[src/hdl/sdd_pkg.sv]
// shared types and constants for the shift-subtract divider register block
// no dependencies; used by sdd_ctrl, sdd_datapath and shift_subtract_divider_regs
`default_nettype none

package sdd_pkg;

    localparam int unsigned QUOTIENT_STEPS = 15;
    localparam int unsigned CNT_W          = $clog2(QUOTIENT_STEPS + 1);
    localparam int unsigned WORD_W         = 16;
    localparam int unsigned BYTE_W         = 8;
    localparam int unsigned CMD_W          = 2;

    typedef enum logic [CMD_W-1:0] {
        CMD_DVS_HI = 2'd0,
        CMD_DVS_LO = 2'd1,
        CMD_DVD_HI = 2'd2,
        CMD_DVD_LO = 2'd3
    } t_cmd;

    typedef enum logic [1:0] {
        ST_IDLE,
        ST_RUN,
        ST_PUBLISH
    } t_state;

    typedef struct packed {
        logic load_dvs_hi;
        logic load_dvs_lo;
        logic load_dvd_hi;
        logic load_dvd_lo;
        logic step;
    } t_dp_ctrl;

endpackage

`default_nettype wire

[src/hdl/shift_subtract_divider_regs.sv]
// dividend writes and divisor high byte pass through ST_PUBLISH into the output register; a
// divisor low byte first runs ST_RUN, one quotient bit per cycle through the datapath
// subtractor, then ST_PUBLISH, which waits for a free output register. one request is in work
// at a time; a finished result waits in the output register while the next request is taken.
// synchronous active-low reset clears the sequencer, datapath and output valid, not r_o_data.
// top level: byte register interface to the shift-subtract divider
// depends on sdd_pkg, sdd_ctrl, sdd_datapath
`default_nettype none

module shift_subtract_divider_regs (
    input  wire logic                         i_clk,
    input  wire logic                         i_rst_n,
    input  wire logic                         i_s_axis_tvalid,
    output logic                              o_s_axis_tready,
    input  wire logic [sdd_pkg::BYTE_W-1:0]   i_s_axis_tdata,  // data[7:0]
    input  wire logic [sdd_pkg::CMD_W-1:0]    i_s_axis_tuser,  // command[1:0]
    output logic                              o_m_axis_tvalid,
    input  wire logic                         i_m_axis_tready,
    output logic      [sdd_pkg::WORD_W-1:0]   o_m_axis_tdata   // quotient[15:0]
);

    sdd_pkg::t_dp_ctrl          dp_ctrl;
    logic                       publish;
    logic                       slot_free;
    logic [sdd_pkg::WORD_W-1:0] quotient;
    logic                       r_o_valid, n_o_valid;
    logic [sdd_pkg::WORD_W-1:0] r_o_data;

    assign slot_free = !r_o_valid || i_m_axis_tready;

    sdd_ctrl u_ctrl (
        .i_clk       (i_clk),
        .i_rst_n     (i_rst_n),
        .i_valid     (i_s_axis_tvalid),
        .i_cmd       (i_s_axis_tuser),
        .i_slot_free (slot_free),
        .o_ready     (o_s_axis_tready),
        .o_publish   (publish),
        .o_ctrl      (dp_ctrl)
    );

    sdd_datapath u_datapath (
        .i_clk      (i_clk),
        .i_rst_n    (i_rst_n),
        .i_ctrl     (dp_ctrl),
        .i_byte     (i_s_axis_tdata),
        .o_quotient (quotient)
    );

    always_comb begin
        n_o_valid = r_o_valid;
        if (publish) begin
            n_o_valid = 1'b1;
        end else if (i_m_axis_tready) begin
            n_o_valid = 1'b0;
        end
    end

    always_ff @(posedge i_clk) begin
        if (!i_rst_n) begin
            r_o_valid <= 1'b0;
        end else begin
            r_o_valid <= n_o_valid;
        end
    end

    always_ff @(posedge i_clk) begin
        if (publish) begin
            r_o_data <= quotient;
        end
    end

    assign o_m_axis_tvalid = r_o_valid;
    assign o_m_axis_tdata  = r_o_data;

    a_hi_clears_quotient: assert property (@(posedge i_clk) disable iff (!i_rst_n)
        dp_ctrl.load_dvs_hi |=> quotient == '0)
        else $error("divisor high byte did not clear the quotient");

    a_publish_only_when_free: assert property (@(posedge i_clk) disable iff (!i_rst_n)
        publish |-> slot_free)
        else $error("result loaded over an untaken result");

    a_no_accept_while_stepping: assert property (@(posedge i_clk) disable iff (!i_rst_n)
        dp_ctrl.step |-> !o_s_axis_tready)
        else $error("request taken while divide steps run");

endmodule

`default_nettype wire

[src/hdl/sdd_datapath.sv]
// register file and one-bit-per-cycle restoring divide step
// depends on sdd_pkg; driven by sdd_ctrl through a t_dp_ctrl struct
`default_nettype none

module sdd_datapath (
    input  wire logic                          i_clk,
    input  wire logic                          i_rst_n,
    input  wire sdd_pkg::t_dp_ctrl             i_ctrl,
    input  wire logic [sdd_pkg::BYTE_W-1:0]    i_byte,
    output logic      [sdd_pkg::WORD_W-1:0]    o_quotient
);

    logic [sdd_pkg::WORD_W-1:0] r_divisor, n_divisor;
    logic [sdd_pkg::WORD_W-1:0] r_dividend, n_dividend;
    logic [sdd_pkg::WORD_W-1:0] r_rem, n_rem;
    logic [sdd_pkg::WORD_W-1:0] r_quo, n_quo;
    logic [sdd_pkg::WORD_W:0]   diff;
    logic                       rem_ge;

    // one quotient digit per cycle while i_ctrl.step is set
    assign diff   = {1'b0, r_rem} - {1'b0, r_divisor};
    assign rem_ge = ~diff[sdd_pkg::WORD_W];

    always_comb begin
        n_divisor  = r_divisor;
        n_dividend = r_dividend;
        n_rem      = r_rem;
        n_quo      = r_quo;
        if (i_ctrl.load_dvs_hi) begin
            n_divisor = {i_byte, r_divisor[sdd_pkg::BYTE_W-1:0]};
            n_rem     = r_dividend;
            n_quo     = '0;
        end
        if (i_ctrl.load_dvs_lo) begin
            n_divisor = {r_divisor[sdd_pkg::WORD_W-1:sdd_pkg::BYTE_W], i_byte};
        end
        if (i_ctrl.load_dvd_hi) begin
            n_dividend = {i_byte, r_dividend[sdd_pkg::BYTE_W-1:0]};
        end
        if (i_ctrl.load_dvd_lo) begin
            n_dividend = {r_dividend[sdd_pkg::WORD_W-1:sdd_pkg::BYTE_W], i_byte};
        end
        if (i_ctrl.step) begin
            n_quo = {r_quo[sdd_pkg::WORD_W-2:0], rem_ge};
            if (rem_ge) begin
                n_rem = {diff[sdd_pkg::WORD_W-2:0], 1'b0};
            end else begin
                n_rem = {r_rem[sdd_pkg::WORD_W-2:0], 1'b0};
            end
        end
    end

    always_ff @(posedge i_clk) begin
        if (!i_rst_n) begin
            r_divisor  <= '0;
            r_dividend <= '0;
            r_rem      <= '0;
            r_quo      <= '0;
        end else begin
            r_divisor  <= n_divisor;
            r_dividend <= n_dividend;
            r_rem      <= n_rem;
            r_quo      <= n_quo;
        end
    end

    assign o_quotient = r_quo;

endmodule

`default_nettype wire

[src/hdl/sdd_ctrl.sv]
// sequencer: decodes the request, counts divide steps, hands results out
// depends on sdd_pkg; controls sdd_datapath
`default_nettype none

module sdd_ctrl (
    input  wire logic                       i_clk,
    input  wire logic                       i_rst_n,
    input  wire logic                       i_valid,
    input  wire logic [sdd_pkg::CMD_W-1:0]  i_cmd,
    input  wire logic                       i_slot_free,
    output logic                            o_ready,
    output logic                            o_publish,
    output sdd_pkg::t_dp_ctrl               o_ctrl
);

    sdd_pkg::t_state           r_state, n_state;
    logic [sdd_pkg::CNT_W-1:0] r_cnt, n_cnt;
    logic                      accept;

    assign accept = i_valid && (r_state == sdd_pkg::ST_IDLE);

    // next state
    always_comb begin
        n_state = r_state;
        unique case (r_state)
            sdd_pkg::ST_IDLE: begin
                if (accept) begin
                    if (i_cmd == sdd_pkg::CMD_DVS_LO) begin
                        n_state = sdd_pkg::ST_RUN;
                    end else begin
                        n_state = sdd_pkg::ST_PUBLISH;
                    end
                end
            end
            sdd_pkg::ST_RUN: begin
                if (r_cnt == sdd_pkg::CNT_W'(1)) begin
                    n_state = sdd_pkg::ST_PUBLISH;
                end
            end
            sdd_pkg::ST_PUBLISH: begin
                if (i_slot_free) begin
                    n_state = sdd_pkg::ST_IDLE;
                end
            end
            default: n_state = sdd_pkg::ST_IDLE;
        endcase
    end

    // step counter
    always_comb begin
        n_cnt = r_cnt;
        if (accept) begin
            n_cnt = sdd_pkg::CNT_W'(sdd_pkg::QUOTIENT_STEPS);
        end else if (r_state == sdd_pkg::ST_RUN) begin
            n_cnt = r_cnt - sdd_pkg::CNT_W'(1);
        end
    end

    // outputs
    always_comb begin
        o_ready   = 1'b0;
        o_publish = 1'b0;
        o_ctrl    = '0;
        unique case (r_state)
            sdd_pkg::ST_IDLE: begin
                o_ready            = 1'b1;
                o_ctrl.load_dvs_hi = accept && (i_cmd == sdd_pkg::CMD_DVS_HI);
                o_ctrl.load_dvs_lo = accept && (i_cmd == sdd_pkg::CMD_DVS_LO);
                o_ctrl.load_dvd_hi = accept && (i_cmd == sdd_pkg::CMD_DVD_HI);
                o_ctrl.load_dvd_lo = accept && (i_cmd == sdd_pkg::CMD_DVD_LO);
            end
            sdd_pkg::ST_RUN: begin
                o_ctrl.step = 1'b1;
            end
            sdd_pkg::ST_PUBLISH: begin
                o_publish = i_slot_free;
            end
            default: begin
                o_ready = 1'b0;
            end
        endcase
    end

    always_ff @(posedge i_clk) begin
        if (!i_rst_n) begin
            r_state <= sdd_pkg::ST_IDLE;
            r_cnt   <= '0;
        end else begin
            r_state <= n_state;
            r_cnt   <= n_cnt;
        end
    end

    a_divide_starts_run: assert property (@(posedge i_clk) disable iff (!i_rst_n)
        accept && (i_cmd == sdd_pkg::CMD_DVS_LO) |=> r_state == sdd_pkg::ST_RUN)
        else $error("divide request did not start the step sequence");

    a_run_ends: assert property (@(posedge i_clk) disable iff (!i_rst_n)
        (r_state == sdd_pkg::ST_RUN) && (r_cnt == sdd_pkg::CNT_W'(1))
        |=> r_state == sdd_pkg::ST_PUBLISH)
        else $error("step sequence did not end after the last step");

    a_run_count_nonzero: assert property (@(posedge i_clk) disable iff (!i_rst_n)
        (r_state == sdd_pkg::ST_RUN) |-> (r_cnt != '0))
        else $error("step counter underflow");

endmodule

`default_nettype wire

[config.mk]
export PLATFORM = sky130hd
export DESIGN_NAME = shift_subtract_divider_regs
export DESIGN_NICKNAME = d
export VERILOG_FILES = /design/src/hdl/sdd_pkg.sv /design/src/hdl/shift_subtract_divider_regs.sv /design/src/hdl/sdd_datapath.sv /design/src/hdl/sdd_ctrl.sv
export SDC_FILE = /design/constraint.sdc
export NUM_CORES = 1
export LEC_CHECK = 0
export CAP_MARGIN = 25
export CORE_MARGIN = 3
export CORE_UTILIZATION = 45
export DETAILED_ROUTE_END_ITERATION = 10
export DONT_BUFFER_PORTS = 1
export PLACE_DENSITY_LB_ADDON = 0.08
export RECOVER_POWER = 100
export REMOVE_ABC_BUFFERS = 1
export SLEW_MARGIN = 20
export SYNTH_ARGS = -nofsm -noshare
export SYNTH_HDL_FRONTEND = slang
export SYNTH_HIERARCHICAL = 1
export SYNTH_SLANG_ARGS = --single-unit
[constraint.sdc]
create_clock -name i_clk -period 2.9 [get_ports i_clk]
set_input_delay 0.725 -clock i_clk [delete_from_list [all_inputs] [get_ports i_clk]]
set_output_delay 0.725 -clock i_clk [all_outputs]
set_load 0.05 [all_outputs]
==> impl_metrics.env <==
export IMPL_die_y_um=106
export IMPL_clockPowerShare_pct=32.1
export IMPL_hold_depth=0
export IMPL_power_density_mw_per_mm2=598
export IMPL_cp_required_ns=3.17
export IMPL_total_power_w=0.00283
export IMPL_ys_warn_count=6
export IMPL_path_class="register to register"
export IMPL_io_buffers=0
export IMPL_clockBufferDepth=2
export IMPL_synth_area_per_cell_sq_um=9.55
export IMPL_yosysMostFrequentCell="dfxtp_1"
export IMPL_synth_top_area_share_pct=31.9
export IMPL_ant_nets=0
export IMPL_combPwrFrac_pct=20.4
export IMPL_cts_tree="yes"
export IMPL_start_util_pct=47.4
export IMPL_busiest_layer="met2"
export IMPL_p_sw_w=0.000894
export IMPL_setup_tns_ns=0
export IMPL_grt_pass1_vias=3077
export IMPL_ys_types=57
export IMPL_place_gp_congestion=0.834
export IMPL_hold_path_class="register to register"
export IMPL_path_clk_slew_ns=0.10
export IMPL_antenna_found_initial=0
export IMPL_ys_seq_area_share_pct=42.6
export IMPL_final_hold_violation_count=0
export IMPL_cts_resized=0
export IMPL_arrival_ns=2.71
export IMPL_ys_ff_latch=87
export IMPL_synth_edf_count=16
export IMPL_final_layout_size_suffix_gt1_share_pct=7.76
export IMPL_swShare_pct=31.6
export IMPL_start_kind="register"
export IMPL_synth_common_cells="dfxtp_1, nand2_1, nor2b_1, mux2i_1, a21oi_1"
export IMPL_nets=492
export IMPL_diodes=0
export IMPL_htree_num_levels=3
export IMPL_crit_fanout=13
export IMPL_post_synth_top_area_cell="dfxtp_1"
export IMPL_grt_usage_pct=17.1
export IMPL_fin_skew_ns=0.0138
export IMPL_endpoint_kind="register"
export IMPL_overflow=0
export IMPL_finalSetupViolCount=0
export IMPL_seqPwrFrac_pct=47.5
export IMPL_dr_pass1_iters=4
export IMPL_drv_cap=0
export IMPL_fmax_mhz=410
export IMPL_clock_sinks=87
export IMPL_drv_slew=0
export IMPL_io_pins=32
export IMPL_slew_headroom_pct=24.2
export IMPL_use_met3_pct=3.98
export IMPL_wl_per_cell_um=15.4
export IMPL_leakage_nw=1.74
export IMPL_rr_worst_depth=9
export IMPL_rows=35
export IMPL_use_met1_pct=23.5
export IMPL_first_iter_violations=139
export IMPL_p_int_w=0.00193
export IMPL_status="finished, final reports clean"
export IMPL_worst_pin_slew_ns=1.14
export IMPL_synth_area_top_cells="dfxtp_1, edfxtp_1, mux2i_1"
export IMPL_via_per_inst=5.40
export IMPL_grt_max_degree=73
export IMPL_clock_latency_ns=0.36
export IMPL_routed_wl_um=9150
export IMPL_die_w_um=106
export IMPL_ir_worst_vdd_mv=0.371
export IMPL_cts_hold_buf=0
export IMPL_grt_pass1_wl_um=15500
export IMPL_vias=3203
export IMPL_fin_util_pct=50.2
export IMPL_coreArea_sq_mm=0.00942
export IMPL_syn_cell_area_sq_mm=0.00446
export IMPL_dp_slack_ns=0.480
export IMPL_postCtsSetupBuffers=0
export IMPL_use_met2_pct=27.7
export IMPL_setup_ws_ns=0.460
export IMPL_cts_buffers=9
export IMPL_cts_root_buf="clkbuf_8"
export IMPL_design_die_area_sq_mm=0.0111
export IMPL_async_flop_share_pct=0
export IMPL_fin_crit_sh_pct=84.2
export IMPL_yosys_most_used_dff="dfxtp_1"
export IMPL_syn_inst=467
export IMPL_post_dp_hpwl_um=6090
export IMPL_drc_errors=0
export IMPL_min_period_ns=2.44
export IMPL_rsz0062_at_grt="no"
export IMPL_area_growth_pct=6.09
[cell usage in the layout (no fill, tap or decap), types with 2 or more instances in the layout]
| cell | count |
|---|---|
| or3_1 | 2 |
| mux2i_1 | 35 |
| a211oi_1 | 2 |
| nor3b_1 | 17 |
| clkbuf_1 | 3 |
| nor3_1 | 9 |
| a41oi_1 | 3 |
| buf_4 | 2 |
| a21boi_0 | 12 |
| nor2_1 | 16 |
| a31oi_1 | 6 |
| a21o_1 | 2 |
| dfxtp_1 | 71 |
| o21ai_0 | 18 |
| nand2b_1 | 8 |
| o31ai_1 | 4 |
| a21oi_1 | 30 |
| o21a_1 | 6 |
| clkbuf_8 | 9 |
| inv_8 | 2 |
| clkinv_4 | 2 |
| nand2_1 | 41 |
| edfxtp_1 | 16 |
| xor2_1 | 4 |
| nand3_1 | 6 |
| nor2b_1 | 42 |
| o211a_1 | 3 |
| ha_1 | 18 |
| mux2_2 | 11 |
| nand4b_1 | 2 |
| o221ai_1 | 2 |
| inv_1 | 25 |
| inv_6 | 2 |
| xnor2_1 | 8 |
[metrics by stage]
stage,hold slack [ns],cells,cell area [sq um]
floorplan,0.400,442,4350
global placement,0.407,577,4570
detailed placement,0.409,577,4570
CTS,0.434,593,4780
global route,0.454,593,4730
finish,0.432,593,4730
[state kept, by name (all words and copies together), names as in the netlist]
| signal | cells |
|---|---|
| u_datapath/o_quotient | 16 |
| u_datapath/r_dividend | 16 |
| u_ctrl/r_state | 2 |
| u_datapath/r_divisor | 16 |
| u_datapath/r_rem | 16 |
| u_ctrl/r_cnt | 4 |
| o_m_axis_tvalid | 1 |
| o_m_axis_tdata | 16 |
[critical path: stages, from the launching register on]
cell      delay (ns)
dfxtp_1         0.33
inv_1           0.06
ha_1            0.17
fa_1            0.26
nor2b_4         0.06
o31a_1          0.30
o21a_1          0.24
o21ai_2         0.52
nor2_1          0.13
a221oi_1        0.27
[power groups by stage]
| stage | Clock [W] | Combinational, W | Sequential [W] |
|---|---|---|---|
| CTS | 0.000930 | 0.000584 | 0.00135 |
| global route | 0.000985 | 0.000641 | 0.00135 |
| finish | 0.000907 | 0.000577 | 0.00134 |
| detailed placement | 0 | 0.000580 | 0.00137 |
| floorplan | 0 | 0.000466 | 0.00137 |
| global placement | 0 | 0.000574 | 0.00137 |
[kinds of logic after synthesis]
logic type	synth area share, %
simple gates	18.5
fa+ha+maj	5.50
compound gates	15.7
mux	10.6
flops	42.6
xor+xnor	2.36
buf+inv	4.66
[cell type report]
cell class	count	area (sq um)
clock buffers	9	124
clock inverters	7	87.6
fillers	887	4680
inverters	25	93.8
multi-input cells	330	2330
flip-flops and latches	87	1900
well taps	129	161
repair buffers	6	31.3
[final timing paths]
path	start	to	slack, ns
max	u_datapath/r_rem[0]$_SDFFE_PN0P_	u_datapath/r_rem[11]$_SDFFE_PN0P_	0.46
min	u_datapath/o_quotient[15]$_SDFFE_PN0P_	o_m_axis_tdata[15]$_DFFE_PP_	0.43
max reg2reg	u_datapath/r_rem[0]$_SDFFE_PN0P_	u_datapath/r_rem[11]$_SDFFE_PN0P_	0.46
min reg2reg	u_datapath/o_quotient[15]$_SDFFE_PN0P_	o_m_axis_tdata[15]$_DFFE_PP_	0.43
[per-layer routing]
layer | vias up | share of wire (%)
met1 | 1529 | 49
met3 | 7 | 3.7
met4 | 0 | 0.88
met5 | - | 0
met2 | 42 | 46
li1 | 1625 | -
No activity file was read; power rests on OpenSTA's default activity.
